$ cat src/rtl/tep_pkg.sv
`default_nettype none

package tep_pkg;

	localparam int ARG_CHARS_DEF = 5;

	localparam int BYTE_W = 8;
	localparam int CMD_W  = 6;
	localparam int ARG_W  = 14;
	localparam int OUT_W  = CMD_W + BYTE_W + 2 * ARG_W;
	localparam int OUT_TDATA_W = ((OUT_W + 7) / 8) * 8;

	localparam logic [ARG_W-1:0] ARG_MAX = ARG_W'(9999);

	localparam logic [BYTE_W-1:0] CH_ESC   = 8'h1B;
	localparam logic [BYTE_W-1:0] CH_SPACE = 8'h20;
	localparam logic [BYTE_W-1:0] CH_TILDE = 8'h7E;
	localparam logic [BYTE_W-1:0] CH_SEMI  = 8'h3B;
	localparam logic [BYTE_W-1:0] CH_FS    = 8'h1C;
	localparam logic [BYTE_W-1:0] CH_GS    = 8'h1D;
	localparam logic [BYTE_W-1:0] CH_ZERO  = 8'h30;
	localparam logic [BYTE_W-1:0] CH_NINE  = 8'h39;

	localparam logic [CMD_W-1:0] CMD_NONE    = 6'd0;
	localparam logic [CMD_W-1:0] CMD_PRINT   = 6'd0;
	localparam logic [CMD_W-1:0] CMD_BELL    = 6'd1;
	localparam logic [CMD_W-1:0] CMD_BS      = 6'd2;
	localparam logic [CMD_W-1:0] CMD_TAB     = 6'd3;
	localparam logic [CMD_W-1:0] CMD_NL      = 6'd4;
	localparam logic [CMD_W-1:0] CMD_CLEAR   = 6'd5;
	localparam logic [CMD_W-1:0] CMD_CR      = 6'd6;
	localparam logic [CMD_W-1:0] CMD_RESTORE = 6'd7;
	localparam logic [CMD_W-1:0] CMD_SAVE    = 6'd8;
	localparam logic [CMD_W-1:0] CMD_MOVE    = 6'd37;
	localparam logic [CMD_W-1:0] CMD_REGION  = 6'd38;
	localparam logic [CMD_W-1:0] CMD_LAST    = 6'd38;

	typedef struct packed {
		logic             valid;
		logic [CMD_W-1:0] command;
		logic [BYTE_W-1:0] char_out;
		logic [ARG_W-1:0] column;
		logic [ARG_W-1:0] row;
	} result_t;

	function automatic logic [CMD_W-1:0] base_cmd(input logic [BYTE_W-1:0] b);
		logic [CMD_W-1:0] c;
		case (b)
			8'h07:        c = CMD_BELL;
			8'h08:        c = CMD_BS;
			8'h09:        c = CMD_TAB;
			8'h0A:        c = CMD_NL;
			8'h0B, 8'h0C: c = CMD_CLEAR;
			8'h0D:        c = CMD_CR;
			CH_FS:        c = CMD_RESTORE;
			CH_GS:        c = CMD_SAVE;
			default:      c = CMD_NONE;
		endcase
		return c;
	endfunction

	function automatic logic [CMD_W-1:0] esc_cmd(input logic [BYTE_W-1:0] b);
		logic [CMD_W-1:0] c;
		case (b)
			"A":     c = 6'd9;
			"B":     c = 6'd10;
			"C":     c = 6'd11;
			"F":     c = 6'd12;
			"K":     c = 6'd13;
			"P":     c = 6'd14;
			"R":     c = 6'd15;
			"T":     c = 6'd16;
			"U":     c = 6'd17;
			"V":     c = 6'd18;
			"W":     c = 6'd19;
			"X":     c = 6'd20;
			"Y":     c = 6'd21;
			"Z":     c = 6'd22;
			default: c = CMD_NONE;
		endcase
		return c;
	endfunction

	function automatic logic [CMD_W-1:0] o_cmd(input logic [BYTE_W-1:0] b);
		logic [CMD_W-1:0] c;
		case (b)
			"i":     c = 6'd23;
			"b":     c = 6'd24;
			"d":     c = 6'd25;
			"r":     c = 6'd26;
			"l":     c = 6'd27;
			"o":     c = 6'd28;
			"t":     c = 6'd29;
			"u":     c = 6'd30;
			default: c = CMD_NONE;
		endcase
		return c;
	endfunction

	function automatic logic [CMD_W-1:0] n_cmd(input logic [BYTE_W-1:0] b);
		logic [CMD_W-1:0] c;
		case (b)
			"i":     c = 6'd31;
			"l":     c = 6'd32;
			"*":     c = 6'd33;
			"o":     c = 6'd34;
			"t":     c = 6'd35;
			"u":     c = 6'd36;
			default: c = CMD_NONE;
		endcase
		return c;
	endfunction

endpackage

`default_nettype wire

$ cat src/rtl/tep_parse.sv
`default_nettype none

module tep_parse import tep_pkg::*; #(
	parameter int ARG_CHARS = ARG_CHARS_DEF
) (
	input  wire logic              clk,
	input  wire logic              arst_n,
	input  wire logic              step_en,
	input  wire logic [BYTE_W-1:0] byte_in,
	output result_t                res
);

	localparam int CNT_W = $clog2(ARG_CHARS);
	localparam logic [CNT_W-1:0] CNT_LIMIT = CNT_W'(ARG_CHARS - 1);

	typedef enum logic [2:0] {
		M_BASE, M_ESC, M_N, M_O, M_E1, M_E2, M_CM1, M_CM2
	} mode_t;

	mode_t            mode_q, mode_d;
	logic [ARG_W-1:0] arg1_q, arg1_d, arg2_q, arg2_d;
	logic [CNT_W-1:0] cnt_q, cnt_d;

	logic             is_digit;
	logic [3:0]       dval;
	logic             cnt_full;
	logic [CMD_W-1:0] cmd_tmp;

	// acc * 10 + d, saturated
	function automatic logic [ARG_W-1:0] acc_digit(input logic [ARG_W-1:0] acc,
			input logic [3:0] d);
		logic [ARG_W+3:0] v;
		v = ({4'b0, acc} << 3) + ({4'b0, acc} << 1) + (ARG_W+4)'(d);
		return (v > (ARG_W+4)'(ARG_MAX)) ? ARG_MAX : v[ARG_W-1:0];
	endfunction

	assign is_digit = (byte_in >= CH_ZERO) && (byte_in <= CH_NINE);
	assign dval     = 4'(byte_in - CH_ZERO);
	assign cnt_full = (cnt_q >= CNT_LIMIT);

	always_comb begin
		mode_d  = mode_q;
		arg1_d  = arg1_q;
		arg2_d  = arg2_q;
		cnt_d   = cnt_q;
		cmd_tmp = CMD_NONE;
		res     = '0;
		case (mode_q)
			M_BASE: begin
				if (byte_in >= CH_SPACE && byte_in <= CH_TILDE) begin
					res.valid    = 1'b1;
					res.command  = CMD_PRINT;
					res.char_out = byte_in;
				end else if (byte_in == CH_ESC) begin
					mode_d = M_ESC;
				end else begin
					cmd_tmp = base_cmd(byte_in);
					res.valid   = (cmd_tmp != CMD_NONE);
					res.command = cmd_tmp;
				end
			end
			M_ESC: begin
				arg1_d = '0;
				arg2_d = '0;
				cnt_d  = '0;
				if (byte_in == "E") begin
					mode_d = M_E1;
				end else if (byte_in == "N") begin
					mode_d = M_N;
				end else if (byte_in == "O") begin
					mode_d = M_O;
				end else if (is_digit) begin
					arg1_d = ARG_W'(dval);
					cnt_d  = CNT_W'(1);
					mode_d = M_CM1;
				end else if (byte_in == CH_SEMI) begin
					mode_d = M_CM2;
				end else begin
					mode_d  = M_BASE;
					cmd_tmp = esc_cmd(byte_in);
					res.valid   = (cmd_tmp != CMD_NONE);
					res.command = cmd_tmp;
				end
			end
			M_N: begin
				mode_d  = M_BASE;
				cmd_tmp = n_cmd(byte_in);
				res.valid   = (cmd_tmp != CMD_NONE);
				res.command = cmd_tmp;
			end
			M_O: begin
				mode_d  = M_BASE;
				cmd_tmp = o_cmd(byte_in);
				res.valid   = (cmd_tmp != CMD_NONE);
				res.command = cmd_tmp;
			end
			M_E1, M_CM1: begin
				if (is_digit) begin
					if (cnt_full) begin
						mode_d = M_BASE;
					end else begin
						arg1_d = acc_digit(arg1_q, dval);
						cnt_d  = cnt_q + CNT_W'(1);
					end
				end else if (byte_in == CH_SEMI) begin
					cnt_d  = '0;
					mode_d = (mode_q == M_E1) ? M_E2 : M_CM2;
				end else begin
					mode_d = M_BASE;
				end
			end
			M_E2, M_CM2: begin
				if (is_digit) begin
					if (cnt_full) begin
						mode_d = M_BASE;
					end else begin
						arg2_d = acc_digit(arg2_q, dval);
						cnt_d  = cnt_q + CNT_W'(1);
					end
				end else if (byte_in == CH_SEMI) begin
					mode_d      = M_BASE;
					res.valid   = 1'b1;
					res.command = (mode_q == M_E2) ? CMD_REGION : CMD_MOVE;
					res.column  = arg2_q;
					res.row     = arg1_q;
				end else begin
					mode_d = M_BASE;
				end
			end
			default: begin
				mode_d = M_BASE;
			end
		endcase
	end

	always_ff @(posedge clk or negedge arst_n) begin
		if (!arst_n) begin
			mode_q <= M_BASE;
			arg1_q <= '0;
			arg2_q <= '0;
			cnt_q  <= '0;
		end else if (step_en) begin
			mode_q <= mode_d;
			arg1_q <= arg1_d;
			arg2_q <= arg2_d;
			cnt_q  <= cnt_d;
		end
	end

endmodule

`default_nettype wire

$ cat src/rtl/terminal_escape_parser.sv
// An accepted byte passes the input register and then the output register before its result shows on m_tvalid.
// One item per cycle while m_tready does not stall the output; each byte needs one update of the mode register.
// A result waiting at the output lets the input register still fill once.
// Reset: arst_n clears the pipeline valids, the parse mode (base mode),
// both argument accumulators and the digit count, asynchronously.
`default_nettype none

module terminal_escape_parser import tep_pkg::*; #(
	parameter int ARG_CHARS = ARG_CHARS_DEF
) (
	input  wire logic                   clk,
	input  wire logic                   arst_n,
	input  wire logic                   s_tvalid,
	output logic                        s_tready,
	input  wire logic [7:0]             s_tdata,  // [7:0] byte_in
	output logic                        m_tvalid,
	input  wire logic                   m_tready,
	// [5:0] command, [13:6] char_out, [27:14] column, [41:28] row, rest zero
	output logic [OUT_TDATA_W-1:0]      m_tdata
);

	// Input register: one byte waiting for the parser.
	logic              valid_s1;
	logic [BYTE_W-1:0] byte_s1;

	// Output register: one finished result.
	logic              out_valid_q;
	result_t           out_q;

	result_t           res;
	logic              advance;
	logic              step_en;

	// Move the input stage forward whenever the output slot is free or drains now.
	assign advance  = !out_valid_q || m_tready;
	assign step_en  = valid_s1 && advance;
	assign s_tready = !valid_s1 || advance;

	always_ff @(posedge clk or negedge arst_n) begin
		if (!arst_n) begin
			valid_s1 <= 1'b0;
		end else if (s_tready) begin
			valid_s1 <= s_tvalid;
		end
	end

	// Capture the byte on every open slot; valid_s1 qualifies it.
	always_ff @(posedge clk) begin
		if (s_tready) begin
			byte_s1 <= s_tdata;
		end
	end

	// Parser: mode and accumulators step only when the held byte is consumed.
	tep_parse #(
		.ARG_CHARS (ARG_CHARS)
	) u_parse (
		.clk     (clk),
		.arst_n  (arst_n),
		.step_en (step_en),
		.byte_in (byte_s1),
		.res     (res)
	);

	// Load a result only for bytes that yield one; drop the slot otherwise.
	always_ff @(posedge clk or negedge arst_n) begin
		if (!arst_n) begin
			out_valid_q <= 1'b0;
		end else if (advance) begin
			out_valid_q <= valid_s1 && res.valid;
		end
	end

	always_ff @(posedge clk) begin
		if (step_en && res.valid) begin
			out_q <= res;
		end
	end

	assign m_tvalid = out_valid_q;
	assign m_tdata  = OUT_TDATA_W'({out_q.row, out_q.column, out_q.char_out, out_q.command});

`ifndef SYNTHESIS
	// A byte held in the input stage must not change while the parser waits.
	a_s1_hold: assert property (@(posedge clk) disable iff (!arst_n)
		valid_s1 && !advance |=> valid_s1 && $stable(byte_s1))
		else $error("input stage lost its byte while stalled");

	// Only known command codes leave the block.
	a_cmd_range: assert property (@(posedge clk) disable iff (!arst_n)
		out_valid_q |-> out_q.command <= CMD_LAST)
		else $error("command code out of range");

	// char_out is set only for print commands.
	a_char_zero: assert property (@(posedge clk) disable iff (!arst_n)
		out_valid_q && out_q.command != CMD_PRINT |-> out_q.char_out == '0)
		else $error("char_out set on a non-print command");

	// Arguments appear only on cursor move and scroll region, and stay saturated.
	a_args: assert property (@(posedge clk) disable iff (!arst_n)
		out_valid_q |-> ((out_q.command == CMD_MOVE || out_q.command == CMD_REGION) ?
			(out_q.column <= ARG_MAX && out_q.row <= ARG_MAX) :
			(out_q.column == '0 && out_q.row == '0)))
		else $error("argument fields inconsistent with command");
`endif

endmodule

`default_nettype wire

$ cat config.mk
export PLATFORM = sky130hd
export DESIGN_NAME = terminal_escape_parser
export DESIGN_NICKNAME = d
export VERILOG_FILES = /design/src/rtl/tep_pkg.sv /design/src/rtl/tep_parse.sv /design/src/rtl/terminal_escape_parser.sv
export SDC_FILE = /design/constraint.sdc
export NUM_CORES = 1
export LEC_CHECK = 0
export BUFFER_PORTS_ARGS = -buffer_cell sky130_fd_sc_hd__buf_4
export CORE_MARGIN = 2
export CORE_UTILIZATION = 40
export CTS_BUF_LIST = sky130_fd_sc_hd__clkbuf_16
export DETAILED_ROUTE_END_ITERATION = 10
export PLACE_DENSITY = 0.66
export SETUP_SLACK_MARGIN = 0.15
export SLEW_MARGIN = 20
export SYNTH_ARGS = -nofsm -noshare
export SYNTH_HDL_FRONTEND = slang
export SYNTH_SLANG_ARGS = --single-unit
$ cat constraint.sdc
create_clock -name clk -period 17.1 [get_ports clk]
set_input_delay 2.565 -clock clk [delete_from_list [all_inputs] [get_ports clk]]
set_output_delay 2.565 -clock clk [all_outputs]
set_load 0.02 [all_outputs]
# ---- Yosys cells after proc, flatten, opt, wreduce, memory -nomap -nowiden
# Memory sizes are Yosys's and may differ from the RTL's. A register that Yosys moved wholly into a read port is not among the register bits.
# Cells that the tools add are included.
dict set report totals {
  in_bits 12
  regBits 86
  mem_count 1
  mem_bits_ro 128
  elab_cells 157
}
dict set report classes {
  addsub 6
  muxes 61
  n_eq_ne 42
  n_lt_le_gt_ge 7
  bitwise 2
  reduce_logical 27
}
# name words word_bits read_ports rd_clocked_by_memory_dff write_ports line_no
set memory_table {}
lappend memory_table {{(name not given)} 32 4 1 1 0 tep_pkg.sv:48} ;# case (b)
# operator n
set op_table {}
lappend op_table {{8-bit by 7-bit equality test with 1-bit output (second input constant)} 25}
lappend op_table {{14-bit two-way mux} 9}
lappend op_table {{6-bit two-way mux} 12}
lappend op_table {{5-bit one-hot mux with 14 select lines} 1}
lappend op_table {{7-bit two-way mux} 9}
lappend op_table {{14-bit one-hot mux with 2 select lines} 2}
lappend op_table {{3-bit two-way mux} 18}
lappend op_table {{5-bit one-hot mux with 8 select lines} 1}
lappend op_table {{17-bit by 15-bit adder with 18-bit output} 2}
lappend op_table {{18-bit by 4-bit adder with 18-bit output} 2}
lappend op_table {{18-bit by 14-bit greater-than comparator with 1-bit output (second input constant)} 2}
lappend op_table {{6-bit one-hot mux with 6 select lines} 1}
lappend op_table {{7-bit one-hot mux with 5 select lines} 1}
lappend op_table {{6-bit nonzero test} 4}
lappend op_table {{8-bit by 6-bit equality test with 1-bit output (second input constant)} 2}
lappend op_table {{8-bit by 6-bit >= comparator with 1-bit output (second input constant)} 2}
lappend op_table {{3-bit one-hot mux with 5 select lines} 1}
lappend op_table {{3-bit equality test (second input constant)} 4}
lappend op_table {{4-bit AND reduction} 3}
lappend op_table {{3-bit one-hot mux with 3 select lines} 1}
lappend op_table {{8-bit by 5-bit equality test with 1-bit output (second input constant)} 1}
lappend op_table {{8-bit by 6-bit less-or-equal comparator with 1-bit output (second input constant)} 1}
lappend op_table {{8-bit by 7-bit less-or-equal comparator with 1-bit output (second input constant)} 1}
lappend op_table {{3-bit by 2-bit equality test with 1-bit output (second input constant)} 2}
lappend op_table {{22 further kinds} 38}

# ---- Depth between registers and ports, before layout
# Gate-level depths: netlist (run 1).
dict set report depth {
  word_depth 16
  mapped_depth 13
  mapped_depth_nobuf 12
}

# ---- By module
# Synthesis (run 1) repeated with hierarchy kept, for this count alone.
dict set report unflattened {
  cells_unflattened 670
  hier_area_um2 6218.5
}
# module area_per_inst_um2 instances cells_each
set by_module_without_submodules {}
lappend by_module_without_submodules {tep_parse 4573.1 1 604}
lappend by_module_without_submodules {terminal_escape_parser 1645.3 1 66}

# ---- Worst setup path before layout (run 1)
# No wires, ideal clock.
dict set report synth_path {
  path_kind {input to register}
  from {input port m_tready}
  to {register out_q (netlist bit m_tdata[0]) (enable)}
  setup_slack_ns 10.437
  arrival_ns 6.143
  setup_time_ns 0.520
  path_stages 3
  cell_sequence {nand2b_1 nand2_1 a311oi_1}
}
dict set report synth_via {
  elab_chain_cells 3
}
# element line_no
set synth_rtl {}
lappend synth_rtl {{start: declaration} terminal_escape_parser.sv:17} ;# input wire logic m_tready,
lappend synth_rtl {{1-bit logical OR} terminal_escape_parser.sv:35} ;# assign advance = !out_valid_q || m_tready;
lappend synth_rtl {{1-bit logical AND} terminal_escape_parser.sv:36} ;# assign step_en = valid_s1 && advance;
lappend synth_rtl {{1-bit logical AND} terminal_escape_parser.sv:75} ;# if (step_en && res.valid) begin
lappend synth_rtl {{end signal: assignment} terminal_escape_parser.sv:76} ;# out_q <= res;
lappend synth_rtl {{end: declaration} terminal_escape_parser.sv:28} ;# result_t out_q;
# Every way passes these cells.
# A chain may end at the register's enable or synchronous reset.

# ---- Worst setup path in the final report (run 1)
dict set report layout_path {
  from {input port m_tready}
  to {output port s_tready}
}
dict set report layout_via {
  elab_chain_cells 2
}
# element line_no
set layout_rtl {}
lappend layout_rtl {{1-bit logical OR} terminal_escape_parser.sv:35}
lappend layout_rtl {{1-bit logical OR} terminal_escape_parser.sv:37} ;# assign s_tready = !valid_s1 || advance;
lappend layout_rtl {{end: declaration} terminal_escape_parser.sv:14} ;# output logic s_tready,
# Every way passes these cells.

==> results.json, run 1 <==
{
  "slew_viol_final": 0,
  "yosysMostFrequentCell": "ha_1",
  "root_buffer": "clkbuf_16",
  "fmax_mhz": 164.2,
  "leakagePower_nw": 3.100,
  "grt_pass1_vias": 4947,
  "start_kind": "primary input",
  "ys_ff_latch": 90,
  "cp_data_arrival_time_ns": 3.53,
  "seq_power_share_pct": 47.6,
  "h-tree-depth": 3,
  "synth_area_um2": 6434,
  "drtIter0Drc": 394,
  "p_switching_uw": 155.4,
  "postCtsSetupBuffers": 0,
  "final-seq-area_um2": 2482,
  "syn_inst": 660,
  "ys_types": 87,
  "crit_type": "primary input to output pin",
  "synth_commonest_cells": "ha_1 (57), nor2_1 (55), a21oi_1 (53)",
  "worstSetupEndpointType": "output pin",
  "vias": 5252,
  "synth-edff-count": 50,
  "maxSlewHeadroom_pct": 33.42,
  "setup_tns_ns": 0,
  "start_util_pct": 40.65,
  "overflow": 0,
  "drive_gt1_share_pct": 15.28,
  "cp_max_fo": 18,
  "synth_area_leader_cell": "edfxtp_1",
  "portBuffers": 55,
  "finalCritPeriodShare_pct": 35.63,
  "synthArstFlopShare_pct": 40.00,
  "fp.dieW_um": 130.8,
  "synth_area_leaders": "edfxtp_1 (23%), dfrtp_1 (14%), ha_1 (11%)",
  "grt_first_pass_wirelength_um": 24150,
  "skew_ns": 0.009631,
  "remaining_drc_errors": 0,
  "final_nets": 775,
  "clockPowerShare_pct": 35.0,
  "core-area_um2": 15830,
  "hold_buffers": 0,
  "cap_violations": 0,
  "gp_congestion": 0.9646,
  "firstDrtPassIters": 4,
  "swShare_pct": 28.99,
  "multi_input_area_um2": 3701,
  "antenna_left": 0,
  "yosysSeqAreaShare_pct": 38.58,
  "setup_viol": 0,
  "design_area_um2": 7307,
  "clk_pin_slew_ns": 0.06,
  "viasPerCell": 5.690,
  "routed_wirelength_um": 14870,
  "grtUsageTotal_pct": 17.72,
  "finish.utilization_pct": 46.17,
  "clock_sinks": 90,
  "vdd_ir_drop_max_v": 0.00004966,
  "fill_cells": 1507,
  "num_io_pins": 62,
  "antenna_found_initial": 0,
  "yosys_warnings": 0,
  "diodes": 0,
  "dp_hpwl_um": 11100,
  "status": "complete, no violations",
  "cts_resized": 0,
  "die-area_um2": 17120,
  "dpl_cell_area_um2": 7014,
  "routedWlPerCell_um": 16.11,
  "finalHoldViolCount": 0,
  "combPwrFrac_pct": 17.4,
  "syn_area_per_cell_um2": 9.748,
  "cts_buffer_depth": 2,
  "synth-main-ff-cell": "edfxtp_1",
  "cts_tree": "yes",
  "period_needed_ns": 6.092,
  "powerDensity_nw_per_um2": 73.37,
  "min_path_type": "flip-flop to flip-flop",
  "worst_slew_pin_slew_ns": 0.9904,
  "rsz0062_at_grt": "false",
  "cts_buffers": 9,
  "synth_top_area_share_pct": 23.34,
  "p_int_uw": 380.7,
  "insertion_delay_ns": 0.34,
  "worstPathRequired_ns": 14.53,
  "grt_max_degree": 37,
  "syn_to_final_growth_pct": 13.57,
  "rows": 46,
  "die_y_um": 130.8
}
metrics by stage:
stage / worst slack [ns] / total power, mW / instances / hold WS (ns)
after floorplan: 10.44 / 0.3222 / 666 / 0.4853
after global placement: 11.08 / 0.3497 / 907 / 0.5067
after detailed placement: 10.98 / 0.3527 / 907 / 0.5214
after CTS: 10.97 / 0.5409 / 923 / 0.5358
after global routing: 10.90 / 0.5608 / 923 / 0.5532
final: 11.01 / 0.5361 / 923 / 0.5333
layer usage:
metal / part of all wire (%) / vias to the layer above / GRT usage [%]
met4: 1.9 / 0 / 5.757
met2: 50 / 152 / 30.94
met3: 4.1 / 26 / 2.728
met1: 44 / 2530 / 22.55
li1: - / 2544 / -
met5: 0 / - / 0
critical path: stages:
cell and delay (ns):
buf_4 0.11, nor2b_1 0.13, nand2_1 0.39, buf_4 0.32
flip-flops by register name, indices dropped and copies added, names as in the netlist, named ones only:
register,cells
m_tvalid,1
m_tdata,42
valid_s1,1
u_parse.mode_q,3
u_parse.arg2_q,14
byte_s1,8
u_parse.arg1_q,14
u_parse.cnt_q,3
placed cells by master, fill, tap and decap left out, drive strengths merged, types with 4 or more instances in the layout:
cell type / count
a21oi: 53
buf: 61
ha: 57
a32o: 10
nand4: 9
nor4: 8
o31ai: 5
xnor2: 16
a21o: 13
a31oi: 9
and2: 35
nor2b: 8
o2111ai: 4
nor2: 55
a41oi: 5
nor3: 20
a22o: 4
nand2b: 14
a22oi: 4
edfxtp: 50
nand2: 36
o22ai: 4
conb: 7
dfxtp: 4
o21ai: 37
o211ai: 7
xor2: 12
clkbuf: 9
a221oi: 5
inv: 32
nand3: 9
dfrtp: 36
clkinvlp: 4
a211oi: 7
fa: 4
final cells by class:
cell class / count / share of cell area (%)
clock inverters: 7 / 0.8390
flip-flops and latches: 90 / 33.97
multi-input cells: 511 / 50.65
inverters: 29 / 1.490
repair buffers: 61 / 6.267
clock buffers: 9 / 3.082
well taps: 216 / 3.699
kinds of logic after synthesis:
group | synth area share [%]
AND/OR/NAND/NOR | 17.74
AO/OA/AOI/OAI | 22.11
flip-flops | 38.58
buffers and inverters | 4.648
adder cells (fa/ha/maj) | 12.33
XOR/XNOR | 3.812
multiplexers | 0.7195
other | 0.05829
final timing paths:
path	from	end	slack (ns)	depth (start not counted)
max	m_tready	s_tready	11.01	4
min reg2reg	u_parse.cnt_q[1]	u_parse.cnt_q[1]	0.53	1
max in group asynchronous	arst_n	u_parse.cnt_q[0]	14.57	1
max reg2reg	byte_s1[3]	u_parse.arg2_q[3]	12.40	12
min in group asynchronous	arst_n	u_parse.arg1_q[11]	2.18	1
min	u_parse.cnt_q[1]	u_parse.cnt_q[1]	0.53	1
power by group through the flow:
| stage | clock, mW | combinational [mW] | sequential (mW) |
|---|---|---|---|
| 3_3_place_gp | 0 | 0.0904 | 0.259 |
| 6_report | 0.188 | 0.0933 | 0.255 |
| 3_5_place_dp | 0 | 0.0932 | 0.260 |
| 5_1_grt | 0.201 | 0.103 | 0.257 |
| 2_1_floorplan | 0 | 0.0564 | 0.266 |
| 4_1_cts | 0.192 | 0.0938 | 0.255 |
Power figures use the tool's default switching activity.
==> run 2: changes to the inputs <==
--- a/config.mk
+++ b/config.mk
@@ -10,7 +10,7 @@
 export CORE_UTILIZATION = 40
 export CTS_BUF_LIST = sky130_fd_sc_hd__clkbuf_16
 export DETAILED_ROUTE_END_ITERATION = 10
-export PLACE_DENSITY = 0.66
+export PLACE_DENSITY = 0.68
 export SETUP_SLACK_MARGIN = 0.15
 export SLEW_MARGIN = 20
 export SYNTH_ARGS = -nofsm -noshare
==> constraint.sdc (replaced) <==
create_clock -name clk -period 5 [get_ports clk]
set_input_delay 0.75 -clock clk [delete_from_list [all_inputs] [get_ports clk]]
set_output_delay 0.75 -clock clk [all_outputs]
set_load 0.02 [all_outputs]
==> run 2 against run 1 <==
  * First-iteration DRC count down 1.8%
  * Critical endpoint is now u_parse.arg2_q[3]
  * Final area up 0.10%
  * Global-route usage up 0.80 points
  * Critical path type is now flip-flop to flip-flop
  * Power grew to 3.5 times the previous value
==> results.json, run 2 (synthesized netlist as in run 1, its figures left out) <==
{
  "cap_violations": 0,
  "dp_worst_setup_slack_ns": 1.163,
  "remaining_drc_errors": 0,
  "clock_sinks": 90,
  "finalHoldViolCount": 0,
  "skew_ns": 0.007776,
  "worst_slew_pin_slew_ns": 0.9733,
  "worstSetupEndpointType": "flip-flop",
  "final_nets": 776,
  "period_needed_ns": 3.850,
  "vdd_ir_drop_max_v": 0.0001702,
  "root_buffer": "clkbuf_16",
  "cts_buffer_depth": 2,
  "rows": 46,
  "rsz0062_at_grt": "false",
  "cp_data_arrival_time_ns": 4.04,
  "h-tree-depth": 3,
  "setup_tns_ns": 0,
  "die-area_um2": 17120,
  "drive_gt1_share_pct": 15.25,
  "fmax_mhz": 259.7,
  "routedWlPerCell_um": 16.77,
  "antenna_found_initial": 0,
  "core-area_um2": 15830,
  "clk_pin_slew_ns": 0.07,
  "multi_input_area_um2": 3702,
  "status": "complete, no violations",
  "hold_ws_ns": 0.3529,
  "grt_pass1_vias": 5038,
  "overflow": 0,
  "routed_wirelength_um": 15490,
  "crit_type": "flip-flop to flip-flop",
  "diodes": 0,
  "die_y_um": 130.8,
  "layout_setup_ws_ns": 1.150,
  "slew_viol_final": 0,
  "dp_hpwl_um": 11700,
  "portBuffers": 55,
  "num_io_pins": 62,
  "met2_wirelength_um": 7434,
  "maxSlewHeadroom_pct": 34.57,
  "final-seq-area_um2": 2482,
  "syn_to_final_growth_pct": 13.69,
  "cts_buffers": 9,
  "finalCritPeriodShare_pct": 77.01,
  "leakagePower_nw": 3.116,
  "antenna_left": 0,
  "cts_tree": "yes",
  "mostFrequentLayoutCells": "buf_4 (62), ha_1 (57), nor2_1 (55)",
  "vias": 5254,
  "fill_cells": 1495,
  "setup_viol": 0,
  "wl_met1_um": 7124,
  "grt_first_pass_wirelength_um": 25170,
  "drtIter0Drc": 387,
  "min_path_type": "primary input to asynchronous set/reset pin",
  "cts_resized": 0,
  "wl_met3_um": 653,
  "gp_congestion": 0.9452,
  "mostFrequentLayoutCell": "buf_4",
  "powerDensity_nw_per_um2": 253.7,
  "r2r_slack_ns": 1.15,
  "postCtsSetupBuffers": 0,
  "grt_max_degree": 39,
  "cp_max_fo": 14,
  "insertion_delay_ns": 0.35,
  "worstPathRequired_ns": 5.19,
  "viasPerCell": 5.686,
  "fp.dieW_um": 130.8,
  "grtUsageTotal_pct": 18.51,
  "firstDrtPassIters": 6,
  "start_kind": "flip-flop",
  "start_util_pct": 40.65,
  "hold_buffers": 0,
  "largest_register_ffs": 42,
  "highest_layer": "met4"
}
-- run 2: area by class of cell --
type	count	area share [%]
Clock inverter	7	0.8211
Timing Repair Buffer	62	6.363
Clock buffer	9	3.079
Tap cell	216	3.695
Inverter	29	1.488
Multi-Input combinational cell	511	50.62
Sequential cell	90	33.94
-- run 2: report_power, final --
part	total (mW)	leakage, nW	switching [mW]	internal [mW]
combinational	0.322	1.97	0.199	0.124
sequential	0.872	1.00	0.0370	0.835
clock	0.661	0.138	0.313	0.348
-- run 2: routing by layer --
| metal | global-route usage (%) | up-vias |
|---|---|---|
| met2 | 30.97 | 167 |
| met4 | 6.133 | 0 |
| met5 | 0 | - |
| met3 | 2.850 | 24 |
| li1 | - | 2545 |
| met1 | 24.64 | 2518 |
-- run 2: path summary, 6_finish.rpt --
path                              startpoint            endpoint  depth (start not counted)
setup / recovery                  byte_s1[3]   u_parse.arg2_q[3]                         11
hold / removal                        arst_n  u_parse.arg1_q[13]                          1
setup reg to reg                  byte_s1[3]   u_parse.arg2_q[3]                         11
hold reg to reg            u_parse.arg1_q[0]   u_parse.arg1_q[0]                          2
max in group asynchronous             arst_n   u_parse.arg2_q[9]                          1
min in group clk           u_parse.arg1_q[0]   u_parse.arg1_q[0]                          2
-- run 2: per-stage QoR --
step                      power, mW  utilization [%]  instance area, µm²  cells
after detailed placement      1.209            44.35                7019    908
final                         1.856            46.21                7315    924
after floorplan               1.101                -                6462    666
after global placement        1.199            44.35                7019    908
after global routing          1.929            46.21                7315    924
after CTS                     1.866            46.15                7305    924
-- run 2: critical path, cell delays in order, from the launching register on --
cell and delay [ns]:
edfxtp_1 0.38, inv_1 0.27, fa_1 0.50, fa_1 0.48
nand2b_1 0.16, a21oi_1 0.20, a31oi_1 0.21, o21ai_0 0.25
a32oi_1 0.16, mux2i_1 0.19, nor4_4 0.68, a41oi_1 0.21
